## src/design/ncp_pkg.sv

```systemverilog
// shared types, constants and reset image for the nibble serial clock port
package ncp_pkg;

  localparam int unsigned PortW = 4;
  localparam int unsigned DataW = 8;
  localparam int unsigned NibW  = 4;
  localparam int unsigned ClockDepth = 16;
  localparam int unsigned LatchDepth = 4;

  localparam logic [PortW-1:0] CLOCK_PORT   = 4'hA;
  localparam logic [1:0]       LATCH_GROUP  = 2'b01;
  localparam logic [DataW-1:0] DISPLAY_CODE = 8'h10;
  localparam logic [DataW-1:0] BATTERY_CODE = 8'h88;

  typedef enum logic {
    CMD_READ  = 1'b0,
    CMD_WRITE = 1'b1
  } command_t;

  typedef enum logic [2:0] {
    PH_SELECT = 3'b001,
    PH_HIGH   = 3'b010,
    PH_LOW    = 3'b100
  } phase_t;

  typedef struct packed {
    logic            wr;
    logic            rd;
    logic [NibW-1:0] nibble;
  } clock_req_t;

  function automatic logic [DataW-1:0] clock_reset_byte(input logic [PortW-1:0] idx);
    logic [DataW-1:0] val;
    val = '0;
    unique case (idx)
      4'h3, 4'h4, 4'hF: val = 8'h01;
      4'h5:             val = BATTERY_CODE;
      4'hB, 4'hD:       val = DISPLAY_CODE;
      default:          val = '0;
    endcase
    return val;
  endfunction

endpackage

```

## src/design/ncp_clock.sv

```systemverilog
// clock memory with shared transfer phase counter and entry select
module ncp_clock (
  input  logic                     clk,
  input  logic                     rst,
  input  ncp_pkg::clock_req_t      req,
  output logic [ncp_pkg::DataW-1:0] rd_data
);
  import ncp_pkg::*;

  logic [DataW-1:0] mem [ClockDepth];
  phase_t           phase;
  phase_t           phase_next;
  logic [PortW-1:0] selected_entry;
  logic [DataW-1:0] cur;

  assign cur = mem[selected_entry];

  // read value and phase advance
  always_comb begin
    rd_data    = '0;
    phase_next = phase;
    if (req.wr) begin
      unique case (phase)
        PH_SELECT: phase_next = PH_HIGH;
        PH_HIGH:   phase_next = PH_LOW;
        PH_LOW:    phase_next = PH_SELECT;
        default:   phase_next = phase;
      endcase
    end else if (req.rd) begin
      unique case (phase)
        PH_SELECT: phase_next = PH_SELECT;
        PH_HIGH: begin
          rd_data    = {{(DataW-NibW){1'b0}}, cur[DataW-1:NibW]};
          phase_next = PH_LOW;
        end
        PH_LOW: begin
          rd_data    = {{(DataW-NibW){1'b0}}, cur[NibW-1:0]};
          phase_next = PH_SELECT;
        end
        default:   phase_next = phase;
      endcase
    end
  end

  always_ff @(posedge clk) begin
    if (rst) begin
      phase          <= PH_SELECT;
      selected_entry <= '0;
      for (int i = 0; i < ClockDepth; i++) begin
        mem[i] <= clock_reset_byte(PortW'(i));
      end
    end else begin
      phase <= phase_next;
      if (req.wr) begin
        unique case (phase)
          PH_SELECT: selected_entry <= req.nibble;
          PH_HIGH:   mem[selected_entry][DataW-1:NibW] <= req.nibble;
          PH_LOW:    mem[selected_entry][NibW-1:0] <= req.nibble;
          default:   ;
        endcase
      end
    end
  end

endmodule

```

## src/design/nibble_serial_clock_port.sv

```systemverilog
// top level: bus access decode, latch bank and result register
//
// one input beat carries one bus access (command, port_offset, write_data)
// and produces exactly one output beat carrying read_data.
// writes to offsets 4 to 7 store the byte in the latch bank, reads return
// the latch, offset 10 reaches the clock memory one nibble per access
// (select, high nibble, low nibble), all other reads and every write give 0.
// the result is registered and appears in the cycle after the input beat is taken.
// throughput: one beat per cycle while the receiver takes results; decode,
// latch and clock memory update all happen in the accepting cycle, ahead
// of the single result register. when the receiver stalls, the result
// register holds its beat and in_ready drops until it is taken; a new beat
// may enter in the same cycle the old result leaves.
// reset (rst, synchronous) empties the result register, clears the latch
// bank and phase counter, and reloads the clock memory default image; the
// block accepts beats in the first cycle after reset.
module nibble_serial_clock_port (
  input  logic                       clk,
  input  logic                       rst,
  input  logic                       in_valid,
  output logic                       in_ready,
  input  logic                       command,
  input  logic [ncp_pkg::PortW-1:0]  port_offset,
  input  logic [ncp_pkg::DataW-1:0]  write_data,
  output logic                       out_valid,
  input  logic                       out_ready,
  output logic [ncp_pkg::DataW-1:0]  read_data
);
  import ncp_pkg::*;

  logic             accept;
  logic             is_write;
  logic             in_latch;
  logic [DataW-1:0] latch_bytes [LatchDepth];
  logic [DataW-1:0] clock_data;
  logic [DataW-1:0] result;
  clock_req_t       creq;

  assign in_ready = !out_valid || out_ready;
  assign accept   = in_valid && in_ready;
  assign is_write = (command == CMD_WRITE);
  assign in_latch = (port_offset[PortW-1:2] == LATCH_GROUP);

  assign creq.wr     = accept && is_write && (port_offset == CLOCK_PORT);
  assign creq.rd     = accept && !is_write && (port_offset == CLOCK_PORT);
  assign creq.nibble = write_data[NibW-1:0];

  ncp_clock u_clock (
    .clk     (clk),
    .rst     (rst),
    .req     (creq),
    .rd_data (clock_data)
  );

  always_comb begin
    result = '0;
    if (!is_write) begin
      if (in_latch) begin
        result = latch_bytes[port_offset[1:0]];
      end else if (port_offset == CLOCK_PORT) begin
        result = clock_data;
      end
    end
  end

  // only offsets 4 to 7 are ever read back from the latch bank
  always_ff @(posedge clk) begin
    if (rst) begin
      for (int i = 0; i < LatchDepth; i++) begin
        latch_bytes[i] <= '0;
      end
    end else if (accept && is_write && in_latch) begin
      latch_bytes[port_offset[1:0]] <= write_data;
    end
  end

  always_ff @(posedge clk) begin
    if (rst) begin
      out_valid <= 1'b0;
    end else if (accept) begin
      out_valid <= 1'b1;
    end else if (out_ready) begin
      out_valid <= 1'b0;
    end
  end

  always_ff @(posedge clk) begin
    if (accept) begin
      read_data <= result;
    end
  end

endmodule

```

## config.mk

```make
export PLATFORM = sky130hd
export DESIGN_NAME = nibble_serial_clock_port
export DESIGN_NICKNAME = d
export VERILOG_FILES = /design/src/design/ncp_pkg.sv /design/src/design/ncp_clock.sv /design/src/design/nibble_serial_clock_port.sv
export SDC_FILE = /design/constraint.sdc
export NUM_CORES = 1
export LEC_CHECK = 0
export ABC_AREA = 1
export BUFFER_PORTS_ARGS = -buffer_cell sky130_fd_sc_hd__buf_2
export CAP_MARGIN = 5
export CORE_AREA = 2 2 140 142
export CTS_CLUSTER_DIAMETER = 120
export DETAILED_ROUTE_END_ITERATION = 8
export DIE_AREA = 0 0 142 144
export PLACE_DENSITY = 0.66
export SLEW_MARGIN = 20
export SYNTH_ARGS = -nofsm -noshare
export SYNTH_HDL_FRONTEND = slang
export SYNTH_HIERARCHICAL = 1
export SYNTH_SLANG_ARGS = --single-unit
export TNS_END_PERCENT = 10
```

## constraint.sdc

```tcl
create_clock -name clk -period 4.4 [get_ports clk]
set_input_delay 0.66 -clock clk [delete_from_list [all_inputs] [get_ports clk]]
set_output_delay 0.66 -clock clk [all_outputs]
set_load 0.1 [all_outputs]
```

# After elaboration in Yosys (flattened, before gate mapping)
# Memories as Yosys holds them, arrays and structs flattened. A register that Yosys moved wholly into a read port is not among the register bits.
# Index checks and enable logic that the tools add are counted.
# totals
regBits,16
ram_bits,160
inputBits,17
elab_cells,65
n_memories,2
# classes
eq_ne,6
n_mux,36
n_reduce_logical,17
# mem_list
memory,words,width,rd,rd_clocked_by_memory_dff,write_ports,line,source
u_clock.mem,16,8,1,1,16,ncp_clock.sv:10,logic [DataW-1:0] mem [ClockDepth];
latch_bytes,4,8,1,0,4,nibble_serial_clock_port.sv:34,logic [DataW-1:0] latch_bytes [LatchDepth];
# op_table
op,count
2-to-1 mux 8 bit,10
2-to-1 mux 1 bit,16
OR reduction 8 bit,2
2-to-1 mux 4 bit,3
one-hot mux 3 bit (3 select lines),1
one-hot mux 4 bit (2 select lines),1
logical AND 1 bit,6
2-to-1 mux 3 bit,2
one-hot mux 3 bit (2 select lines),1
"equality test 4 bit, second input constant",1
2-to-1 mux 2 bit,2
"!= test 4 x 1 -> 1 bit, second input constant",1
nonzero test 2 bit,2
"equality test 3 x 1 -> 1 bit, second input constant",1
"equality test 3 x 2 -> 1 bit, second input constant",1
"equality test 3 bit, second input constant",1
AND reduction 3 bit,1
nonzero test 3 bit,1
"equality test 2 x 1 -> 1 bit, second input constant",1
logical NOT 1 bit,2
AND reduction 2 bit,1
OR reduction 2 bit,1
logical OR 1 bit,1

# Depth between registers and ports, before layout
# Gate-level depths: netlist of the first run.
# depth
word_depth,10
depth_mapped,12
mapped_depth_nobuf,11

# Modules after synthesis
# The synthesis of the first run kept the hierarchy.
# modules_own_cells
module,instances,cells_per_inst,area_each_um2,seq_area_each_um2
ncp_clock,1,806,6854.1,4063.9
nibble_serial_clock_port,1,188,1955.6,1221.2

# Least setup slack after synthesis of the first run
# Ideal clock, no wire load.
# synth_timing
kind,flip-flop to flip-flop
from,register out_valid
to,memory u_clock.mem[13][0] (enable)
arrival_ns,2.903
slack_ns,1.223
path_stages_with_launch,9
path_buffers,1
synth_period_minus_slack_ns,3.177
path_cell_list,dfxtp_1 -> nand2_1 -> nand3_4 -> nor2_1 -> inv_1 -> nor3_4 -> buf_4 -> nand2_1 -> nand2_1
# synth_rtl
item,line,source
start: declaration,nibble_serial_clock_port.sv:25,"output logic out_valid,"
start signal: assignment,nibble_serial_clock_port.sv:79,out_valid <= 1'b0;
start signal: assignment,nibble_serial_clock_port.sv:81,out_valid <= 1'b1;
start signal: assignment,nibble_serial_clock_port.sv:83,out_valid <= 1'b0;
end: declaration,ncp_clock.sv:10,

==> out/results.md, run 1 <==
- **Total Die Area** 20400 sq um
- **Tot GR Track Use** 0.200
- **synthesis-stage register bit count** 180
- **Slew headroom** 0.308
- **share of post-route cells with drive strength above 1** 0.0955
- **count of vias placed by the detailed router** 6374
- **wire length of the first global-routing pass** 30.8 mm
- **total inserted antenna cells** 0
- **Skew-Pair Late Insertion Delay** 430 ps
- **clock period minus final worst setup slack** 2800 ps
- **startpoint-to-endpoint class of the critical path** in2reg
- **peak fanout along the critical path** 19
- **Filler Cells Inserted** 1757
- **Resize count post-CTS** 0
- **number of DRC markers after the initial detailed-route iteration** 479
- **worst vdd rail ir drop** 0.000290 V
- **power density of the placed cells** 376 nW/um^2
- **final total negative setup slack** 0 ps
- **final setup violation count** 0
- **Switch Pwr** 0.000911 W
- **clock share of power** 0.406
- **sequential power share** 0.531
- **Hold Buf Count CTS** 0
- **initial antenna violation count** 0
- **via count normalized by instance count** 5.08
- **CTS tree** yes
- **Post-Layout Cell Count** 1254
- **internal power of the cells** 0.00272 W
- **Critical Path Slowest Stage Cell** sky130_fd_sc_hd__nor3_4
- **count of yosys warnings during synthesis** 6
- **Worst Setup Slack, final** 1600 ps
- **portion of the post-synthesis area used by sequential elements** 0.600
- **Gate Count Post-Synth** 994
- **Pre-Repair DR Iteration Count** 6
- **clock transition at the register clock pins on the worst setup and hold paths after CTS** 70 ps
- **number of max-slew violations in the final report** 0
- **Layout Nets** 1020
- **Row Count** 51
- **Sw Ratio** 0.251
- **Fin Hold WS** 506 ps
- **data arrival time at the worst-slack endpoint** 2910 ps
- **number of nets still failing antenna checks after routing** 0
- **ordered cell list for the critical path** buf_2, inv_2, nor2_4, nand3_2, nor2_1, inv_1, nor3_4, nand2_1, nand2_1
- **maximum level of the CTS H-tree** 4
- **total clock sinks** 180
- **number of buffers added by the clock tree synthesis step** 17
- **final worst clock skew** 11.3 ps
- **average instance area after synthesis** 8.86 sq um
- **post-route clock period utilization** 0.636
- **effective utilization at floorplan** 0.462
- **FF-to-FF setup slack** 1880 ps
- **count of different cell masters after synthesis** 27
- **final weighted congestion of routability-driven global placement** 0.852
- **standard cell core area** 19100 sq um
- **height of the chip** 144 um
- **count of final hold-check violations** 0
- **Req. time, crit path** 4510 ps
- **combined area of the multi-input logic cells** 2890 sq um
- **number of post-CTS setup repair buffers** 0
- **actual transition at the worst max-transition pin** 1040 ps
- **result of the run** finished, final reports clean
- **WL final** 19.5 mm
- **final routed wire length divided by cell count** 15.6 um
- **cell types occupying the most area after synthesis** sky130_fd_sc_hd__edfxtp_1 (57%), sky130_fd_sc_hd__nand2_1 (13%), sky130_fd_sc_hd__nor2_1 (8.3%)
- **Comb pwr share** 0.063
- **nature of the critical path startpoint** input port
- **Max Clock Freq** 357 MHz
- **leakage power** 4.30 nW
- **instance count after placement with tap cells included** 1222
- **total DRC errors in the routed layout** 0
- **top library cells by usage in the layout, fill and taps aside** sky130_fd_sc_hd__nand2_1 (310), sky130_fd_sc_hd__nor2_1 (194), sky130_fd_sc_hd__edfxtp_1 (168)
- **Syn Std Cell Area** 8810 sq um
- **Die Wd** 142 um
- **master cell of the clock root buffer** sky130_fd_sc_hd__clkbuf_16
- **area added between synthesis and finish** 9.70%
- **Tightest Hold Check Type** reg2reg
- **Top cell by count, worst path** sky130_fd_sc_hd__nand2_1
- **unrepaired setup endpoints after global routing** false
- **largest area contributor in the netlist** sky130_fd_sc_hd__edfxtp_1
- **max incr delay on CP** 770 ps
- **port buffer count** 26
- **pre-CTS WS** 1180 ps
- **Post-DP HPWL** 12.6 mm
- **total overflow reported by the global router** 0
- **pin count of the biggest net entering global routing** 65
- **maximum clock path buffer count** 2
- **proportion of netlist area held by the largest area contributor** 0.573
- **number of global-route vias before repair** 6116
- **count of pins on the block boundary** 27
- **most frequent standard cell in the layout excluding fill and tap cells** sky130_fd_sc_hd__nand2_1
- **combined flip-flop and latch cell area** 5290 sq um
- **maximum capacitance violations** 0
- **category of the worst setup path capture point** register
## critical path, delay by kind of cell
kind | cells | cell delay, ps
buffers and inverters | 3 | 510
and+or+nand+nor | 6 | 1740
## stage by stage
step	instance area [sq um]	total power [W]	utilization
final	9660	0.00364	0.507
after global routing	9660	0.00376	0.507
after floorplan	8820	0.00213	-
after global placement	9080	0.00219	0.476
after CTS	9660	0.00366	0.507
after detailed placement	9080	0.00220	0.476
## sequential cells by signal, indices dropped and copies added, names as in the netlist, named ones only
| signal | flops |
|---|---|
| u_clock/mem | 128 |
| latch_bytes | 32 |
| out_valid | 1 |
| u_clock/phase | 3 |
| u_clock/selected_entry | 4 |
| read_data | 8 |
## logic make-up (layout without fill, tap and decap cells)
logic type / Yosys count / in the layout / share of synthesized area
buffers and inverters: 156 / 175 / 0.0736
other: 1 / 4 / 0.000426
flip-flops: 180 / 180 / 0.600
AND/OR/NAND/NOR: 616 / 616 / 0.299
AO/OA/AOI/OAI: 41 / 41 / 0.0267
## power groups by stage
stage,sequential [W],clock [W],combinational [W]
after floorplan,0.00200,0,0.000132
after global placement,0.00197,0,0.000226
after detailed placement,0.00197,0,0.000228
after CTS,0.00193,0.00150,0.000229
after global routing,0.00194,0.00157,0.000251
final,0.00193,0.00147,0.000230
## path summary, 6_finish.rpt
| check | startpoint | to | depth (start not counted) |
|---|---|---|---|
| setup / recovery | port_offset[1] | u_clock/mem[10][3] | 9 |
| hold / removal | u_clock/phase[1] | u_clock/phase[1] | 2 |
| setup reg to reg | out_valid | u_clock/mem[10][3] | 7 |
| hold reg to reg | u_clock/phase[1] | u_clock/phase[1] | 2 |
## final cells by class
| type | instances | area share |
|---|---|---|
| tap | 238 | 0.0308 |
| clock buffer | 17 | 0.0440 |
| inverter | 106 | 0.0412 |
| clock inverter | 15 | 0.0162 |
| timing repair buffer | 37 | 0.0220 |
| multi-input combinational | 661 | 0.299 |
| sequential | 180 | 0.547 |
## synthesized netlist by cell type
library cell and instances:
sky130_fd_sc_hd__inv_2 5, sky130_fd_sc_hd__buf_2 13, sky130_fd_sc_hd__clkbuf_1 25, sky130_fd_sc_hd__buf_4 8, sky130_fd_sc_hd__nor3_4 3, sky130_fd_sc_hd__nor2_1 194
sky130_fd_sc_hd__inv_1 98, sky130_fd_sc_hd__nand2_4 9, sky130_fd_sc_hd__nor2_8 1, sky130_fd_sc_hd__o2bb2ai_1 8, sky130_fd_sc_hd__nor3b_1 1, sky130_fd_sc_hd__nand3_4 2
sky130_fd_sc_hd__nor2_2 2, sky130_fd_sc_hd__buf_1 3, sky130_fd_sc_hd__a21oi_1 13, sky130_fd_sc_hd__edfxtp_1 168, sky130_fd_sc_hd__nand2_1 310, sky130_fd_sc_hd__nand4_4 2
sky130_fd_sc_hd__o21ai_0 20, sky130_fd_sc_hd__buf_12 1, sky130_fd_sc_hd__nand3_2 1, sky130_fd_sc_hd__dfxtp_1 12, sky130_fd_sc_hd__nor3_1 2, sky130_fd_sc_hd__conb_1 1
sky130_fd_sc_hd__clkinv_1 3, sky130_fd_sc_hd__nand3_1 87, sky130_fd_sc_hd__nor2_4 2
## routing by layer
| layer | track usage | wire length (um) |
|---|---|---|
| met5 | 0 | 0 |
| met4 | 0.0768 | 442 |
| met3 | 0.0338 | 928 |
| met2 | 0.342 | 9600 |
| met1 | 0.257 | 8570 |
Note: power is estimated with default switching activity, not from simulation.
==> inputs of run 2 (changes only) <==
- clock period: 4.4 -> 2.6 ns (I/O delays scaled with it)
==> out/results.md, run 2 (synthesized netlist as in run 1, its figures left out) <==
- **Tot GR Track Use** 0.197
- **Tightest Hold Check Type** in2reg
- **power density of the placed cells** 636 nW/um^2
- **data arrival time at the worst-slack endpoint** 2190 ps
- **wire length of the first global-routing pass** 30.8 mm
- **result of the run** finished, final reports clean
- **number of DRC markers after the initial detailed-route iteration** 556
- **WL final** 19.2 mm
- **final routed wire length divided by cell count** 15.3 um
- **category of the worst setup path capture point** register
- **Top cell by count, worst path** sky130_fd_sc_hd__inv_1
- **startpoint-to-endpoint class of the critical path** reg2reg
- **peak fanout along the critical path** 19
- **standard cell core area** 19100 sq um
- **count of pins on the block boundary** 27
- **number of max-slew violations in the final report** 0
- **most frequent standard cell in the layout excluding fill and tap cells** sky130_fd_sc_hd__nand2_1
- **top library cells by usage in the layout, fill and taps aside** sky130_fd_sc_hd__nand2_1 (309), sky130_fd_sc_hd__nor2_1 (194), sky130_fd_sc_hd__edfxtp_1 (168)
- **effective utilization at floorplan** 0.462
- **pin count of the biggest net entering global routing** 65
- **nature of the critical path startpoint** register
- **logic depth of the worst path, buffers included** 10
- **total DRC errors in the routed layout** 0
- **Resize count post-CTS** 0
- **total clock sinks** 180
- **Max Clock Freq** 486 MHz
- **number of global-route vias before repair** 6259
- **Layout Nets** 1027
- **CTS tree** yes
- **count of final hold-check violations** 0
- **max FFs per register** 128
- **Critical Path Slowest Stage Cell** sky130_fd_sc_hd__dfxtp_2
- **leakage power** 4.33 nW
- **final worst clock skew** 9.10 ps
- **via count normalized by instance count** 5.07
- **count of vias placed by the detailed router** 6395
- **Slew headroom** 0.559
- **Skew-Pair Late Insertion Delay** 430 ps
- **GR peak layer** met2
- **actual transition at the worst max-transition pin** 662 ps
- **FF-to-FF setup slack** 540 ps
- **Post-Layout Cell Count** 1261
- **number of nets still failing antenna checks after routing** 0
- **cell family with the largest share of critical-path delay** simple AND/OR/NAND/NOR gates
- **port buffer count** 26
- **total overflow reported by the global router** 0
- **final weighted congestion of routability-driven global placement** 0.871
- **number of buffers added by the clock tree synthesis step** 17
- **GR Layer Usage met1** 0.251
- **total inserted antenna cells** 0
- **master cell of the clock root buffer** sky130_fd_sc_hd__clkbuf_16
- **Cell Area, Placed** 9150 sq um
- **max incr delay on CP** 340 ps
- **ordered cell list for the critical path** nand2_2, nand3_4, nor2_1, inv_1, nor3_4, buf_4, inv_1, nor2_1, inv_1, nand2_1
- **Req. time, crit path** 2730 ps
- **Pre-Repair DR Iteration Count** 5
- **cell area after layout** 9740 sq um
- **count of cells along the worst hold path** 3
- **area added between synthesis and finish** 10.6%
- **largest registers** u_clock/mem (128), latch_bytes (32), read_data (8)
- **Buffers & Inverters on Critical Path** 4
- **worst flop-to-flop path endpoint** u_clock/mem[5][0]
- **height of the chip** 144 um
- **number of post-CTS setup repair buffers** 0
- **instance count after placement with tap cells included** 1229
- **Die Wd** 142 um
- **maximum clock path buffer count** 2
- **post-route clock period utilization** 0.791
- **unrepaired setup endpoints after global routing** false
- **Worst Hold Launch** in_valid
- **endpoint of the worst hold-timing path** out_valid
- **global routing usage on met2** 0.326
- **initial antenna violation count** 0
- **Total Die Area** 20400 sq um
- **Worst Setup Slack, final** 543 ps
- **final total negative setup slack** 0 ps
- **maximum capacitance violations** 0
- **total chip power** 0.00620 W
- **Row Count** 51
- **share of post-route cells with drive strength above 1** 0.104
- **clock period minus final worst setup slack** 2060 ps
- **clock transition at the register clock pins on the worst setup and hold paths after CTS** 70 ps
- **maximum level of the CTS H-tree** 4
- **origin of the critical flop-to-flop path** out_valid
- **worst reg-to-reg path cell count** 10
- **worst vdd rail ir drop** 0.000482 V
- **Hold Buf Count CTS** 0
- **pre-CTS WS** 157 ps
- **Post-DP HPWL** 12.5 mm
- **global routing met3 resource utilization** 0.0411
- **top register by number of flip-flops** u_clock/mem
- **final setup violation count** 0
## run 2: cell types whose count changed in the layout (fill, tap and decap cells not counted), sizes merged
cell      previous run  this run
bufinv               0         1
clkinvlp             0         3
clkinv               8         6
buf                 37        44
inv                113       111
## run 2: worst max-delay path by stage
stage              startpoint                 end
2_1_floorplan       out_valid  u_clock/mem[13][0]
3_3_place_gp   port_offset[1]   u_clock/mem[5][2]
3_5_place_dp   port_offset[1]   u_clock/mem[5][1]
4_1_cts             out_valid   u_clock/mem[5][1]
5_1_grt             out_valid   u_clock/mem[5][1]
6_report            out_valid   u_clock/mem[5][0]
## run 2: tightest hold or removal path: stages
cell	delay, ps
sky130_fd_sc_hd__buf_2	120
sky130_fd_sc_hd__inv_1	70
sky130_fd_sc_hd__a21oi_1	60
## run 2: layout make-up
cell class	instances	area [sq um]
fill	1743	9340
sequential	180	5290
multi-input combinational	661	2890
clock buffer	17	425
inverter	106	398
tap	238	298
timing repair buffer	44	278
clock inverter	15	164
## run 2: through the flow
stage / hold slack, ps / util
after floorplan: 452 / -
final: 248 / 0.511
after global routing: 250 / 0.511
after global placement: 473 / 0.480
after detailed placement: 484 / 0.480
after CTS: 230 / 0.511
## run 2: layer usage
metal	part of all wire	wire, um
met5	0	0
met4	0.023	447
met3	0.063	1200
met2	0.48	9200
met1	0.44	8390
## run 2: report_power, final
group          internal [W]  leakage [nW]  switching [W]  total [W]
Combinational     0.0000841          2.23       0.000309   0.000393
Sequential          0.00324          1.82      0.0000250    0.00327
Clock               0.00136         0.280        0.00118    0.00254
==> inputs of run 3 (changes only) <==
- ABC_AREA: 1 -> 0
- CORE_AREA: 2 2 140 142 -> 2 2 139 141
- DIE_AREA: 0 0 142 144 -> 0 0 141 143
- PLACE_DENSITY: 0.66 -> 0.68
- clock period: 2.6 -> 1.8 ns (I/O delays scaled with it)
==> out/results.md, run 3 <==
- **result of the run** complete, but fails checks
- **violated checks** negative setup slack
- **Worst Hold Launch** write_data[6]
- **final setup violation count** 268
- **Slew headroom** 0.497
- **max FFs per register** 128
- **worst vdd rail ir drop** 0.000674 V
- **Worst Setup Slack, final** -272 ps
- **Total Die Area** 20200 sq um
- **maximum level of the CTS H-tree** 4
- **height of the chip** 143 um
- **most instantiated flip-flop cell in the synthesis netlist** sky130_fd_sc_hd__edfxtp_1
- **Layout Nets** 814
- **master cell of the clock root buffer** sky130_fd_sc_hd__clkbuf_16
- **leakage power** 4.11 nW
- **Tot GR Track Use** 0.217
- **CTS tree** yes
- **share of async-settable or async-resettable flops after synthesis** 0
- **Filler Cells Inserted** 1449
- **largest registers** u_clock/mem (128), latch_bytes (32), read_data (8)
- **Req. time, crit path** 1980 ps
- **wire length of the first global-routing pass** 32.3 mm
- **number of global-route vias before repair** 5938
- **number of nets still failing antenna checks after routing** 0
- **actual transition at the worst max-transition pin** 754 ps
- **effective utilization at floorplan** 0.466
- **final total negative setup slack** -33070 ps
- **combined flip-flop and latch cell area** 5290 sq um
- **total inserted antenna cells** 0
- **cell types occupying the most area after synthesis** sky130_fd_sc_hd__edfxtp_1 (58%), sky130_fd_sc_hd__and2_1 (9.0%), sky130_fd_sc_hd__mux2i_1 (8.2%)
- **total chip power** 0.00914 W
- **area added between synthesis and finish** 24.2%
- **Max Clock Freq** 483 MHz
- **Fin Hold WS** 229 ps
- **number of max-slew violations in the final report** 0
- **portion of the post-synthesis area used by sequential elements** 0.611
- **average instance area after synthesis** 12.5 sq um
- **leading cell type by number of instances after synthesis** sky130_fd_sc_hd__edfxtp_1
- **total DRC errors in the routed layout** 0
- **clock transition at the register clock pins on the worst setup and hold paths after CTS** 70 ps
- **count of different cell masters after synthesis** 52
- **count of yosys warnings during synthesis** 6
- **maximum capacitance violations** 0
- **Row Count** 50
- **Post-DP HPWL** 14.6 mm
- **largest area contributor in the netlist** sky130_fd_sc_hd__edfxtp_1
- **data arrival time at the worst-slack endpoint** 2260 ps
- **power density of the placed cells** 851 nW/um^2
- **origin of the critical flop-to-flop path** out_valid
- **number of buffers added by the clock tree synthesis step** 17
- **count of flip-flops with a built-in enable after synthesis** 168
- **share of post-route cells with drive strength above 1** 0.332
- **top library cells by usage in the layout, fill and taps aside** sky130_fd_sc_hd__edfxtp_1 (168), sky130_fd_sc_hd__and2_1 (120), sky130_fd_sc_hd__buf_4 (92)
- **Hold Buf Count CTS** 0
- **count of vias placed by the detailed router** 5728
- **post-route clock period utilization** 1.15
- **port buffer count** 26
- **Gate Count Post-Synth** 693
- **Commonest cells post-synth** sky130_fd_sc_hd__edfxtp_1 (168), sky130_fd_sc_hd__and2_1 (124), sky130_fd_sc_hd__nor2_1 (78)
- **most frequent standard cell in the layout excluding fill and tap cells** sky130_fd_sc_hd__edfxtp_1
- **count of pins on the block boundary** 27
- **synthesis-stage register bit count** 180
- **Tightest Hold Check Type** in2reg
- **source of the critical timing path** out_valid
- **final routed wire length divided by cell count** 19.9 um
- **standard cell core area** 18600 sq um
- **top register by number of flip-flops** u_clock/mem
- **total clock sinks** 180
- **combined area of the multi-input logic cells** 3540 sq um
- **maximum clock path buffer count** 2
- **count of final hold-check violations** 0
- **unrepaired setup endpoints after global routing** true
- **clock period minus final worst setup slack** 2070 ps
- **via count normalized by instance count** 5.50
- **startpoint-to-endpoint class of the critical path** reg2reg
- **initial antenna violation count** 0
- **proportion of netlist area held by the largest area contributor** 0.583
- **peak fanout along the critical path** 6
- **WL final** 20.7 mm
- **Syn Std Cell Area** 8650 sq um
- **nature of the critical path startpoint** register
- **category of the worst setup path capture point** register
- **Skew-Pair Late Insertion Delay** 440 ps
- **total overflow reported by the global router** 0
- **number of DRC markers after the initial detailed-route iteration** 524
- **final worst clock skew** 14.5 ps
- **Pre-Repair DR Iteration Count** 5
- **pre-CTS WS** -477 ps
- **final weighted congestion of routability-driven global placement** 0.928
- **pin count of the biggest net entering global routing** 35
- **Die Wd** 141 um
==> run 3: what timing repair did <==
action,in CTS,in global routing
setup buffers,3,1
resized for setup,67,37
hold endpoints to repair,0,0
setup endpoints to repair,268,268
pin swaps,23,9
==> run 3: report_power, final <==
group,internal [W],switching (W),total (W)
combinational,0.000205,0.000383,0.000588
clock,0.00220,0.00162,0.00382
sequential,0.00469,0.0000470,0.00474
total,0.00709,0.00205,0.00914
==> run 3: cell families after synthesis <==
group	after synthesis	share of synthesized area
buf+inv	49	0.0273
mux	78	0.0939
flops	180	0.611
other cells	1	0.000433
compound gates	63	0.0521
simple gates	322	0.215
==> run 3: cell type report <==
type	count	area share
Clock inverter	13	0.0164
Sequential cell	180	0.493
Inverter	2	0.000699
Timing Repair Buffer	129	0.0942
Tap cell	234	0.0273
Clock buffer	17	0.0396
Multi-Input combinational cell	467	0.329
==> run 3: worst max-delay path, cell delays in order, from the launching register on <==
cell	delay, ps
sky130_fd_sc_hd__dfxtp_4	350
sky130_fd_sc_hd__nand2b_4	60
sky130_fd_sc_hd__and2_4	130
sky130_fd_sc_hd__and4bb_4	280
sky130_fd_sc_hd__nand2b_4	70
sky130_fd_sc_hd__nor3_4	180
sky130_fd_sc_hd__buf_6	160
sky130_fd_sc_hd__nand3_4	180
sky130_fd_sc_hd__or3_1	390
==> run 3: metrics by stage <==
| stage | util | cell area [sq um] | cells |
|---|---|---|---|
| detailed placement | 0.524 | 9740 | 1008 |
| CTS | 0.570 | 10600 | 1041 |
| finish | 0.578 | 10700 | 1042 |
| floorplan | - | 8740 | 696 |
| global placement | 0.524 | 9740 | 1008 |
| global route | 0.578 | 10700 | 1042 |
==> run 3: worst paths after layout <==
check	endpoint	slack, ps	depth (start not counted)
worst max-delay path	u_clock/mem[3][0]	-270	8
worst min-delay path	latch_bytes[3][6]	230	3
worst max register to register	u_clock/mem[3][0]	-270	8
worst min register to register	u_clock/phase[1]	660	3
==> run 3: per-layer routing <==
layer  GRT usage  vias to the layer above  routed length [um]
li1            -                     2684                   -
met5           0                        -                   0
met4      0.0879                        0                 644
met3      0.0503                       48                 926
met2       0.377                      161               10700
met1       0.262                     2835                8450
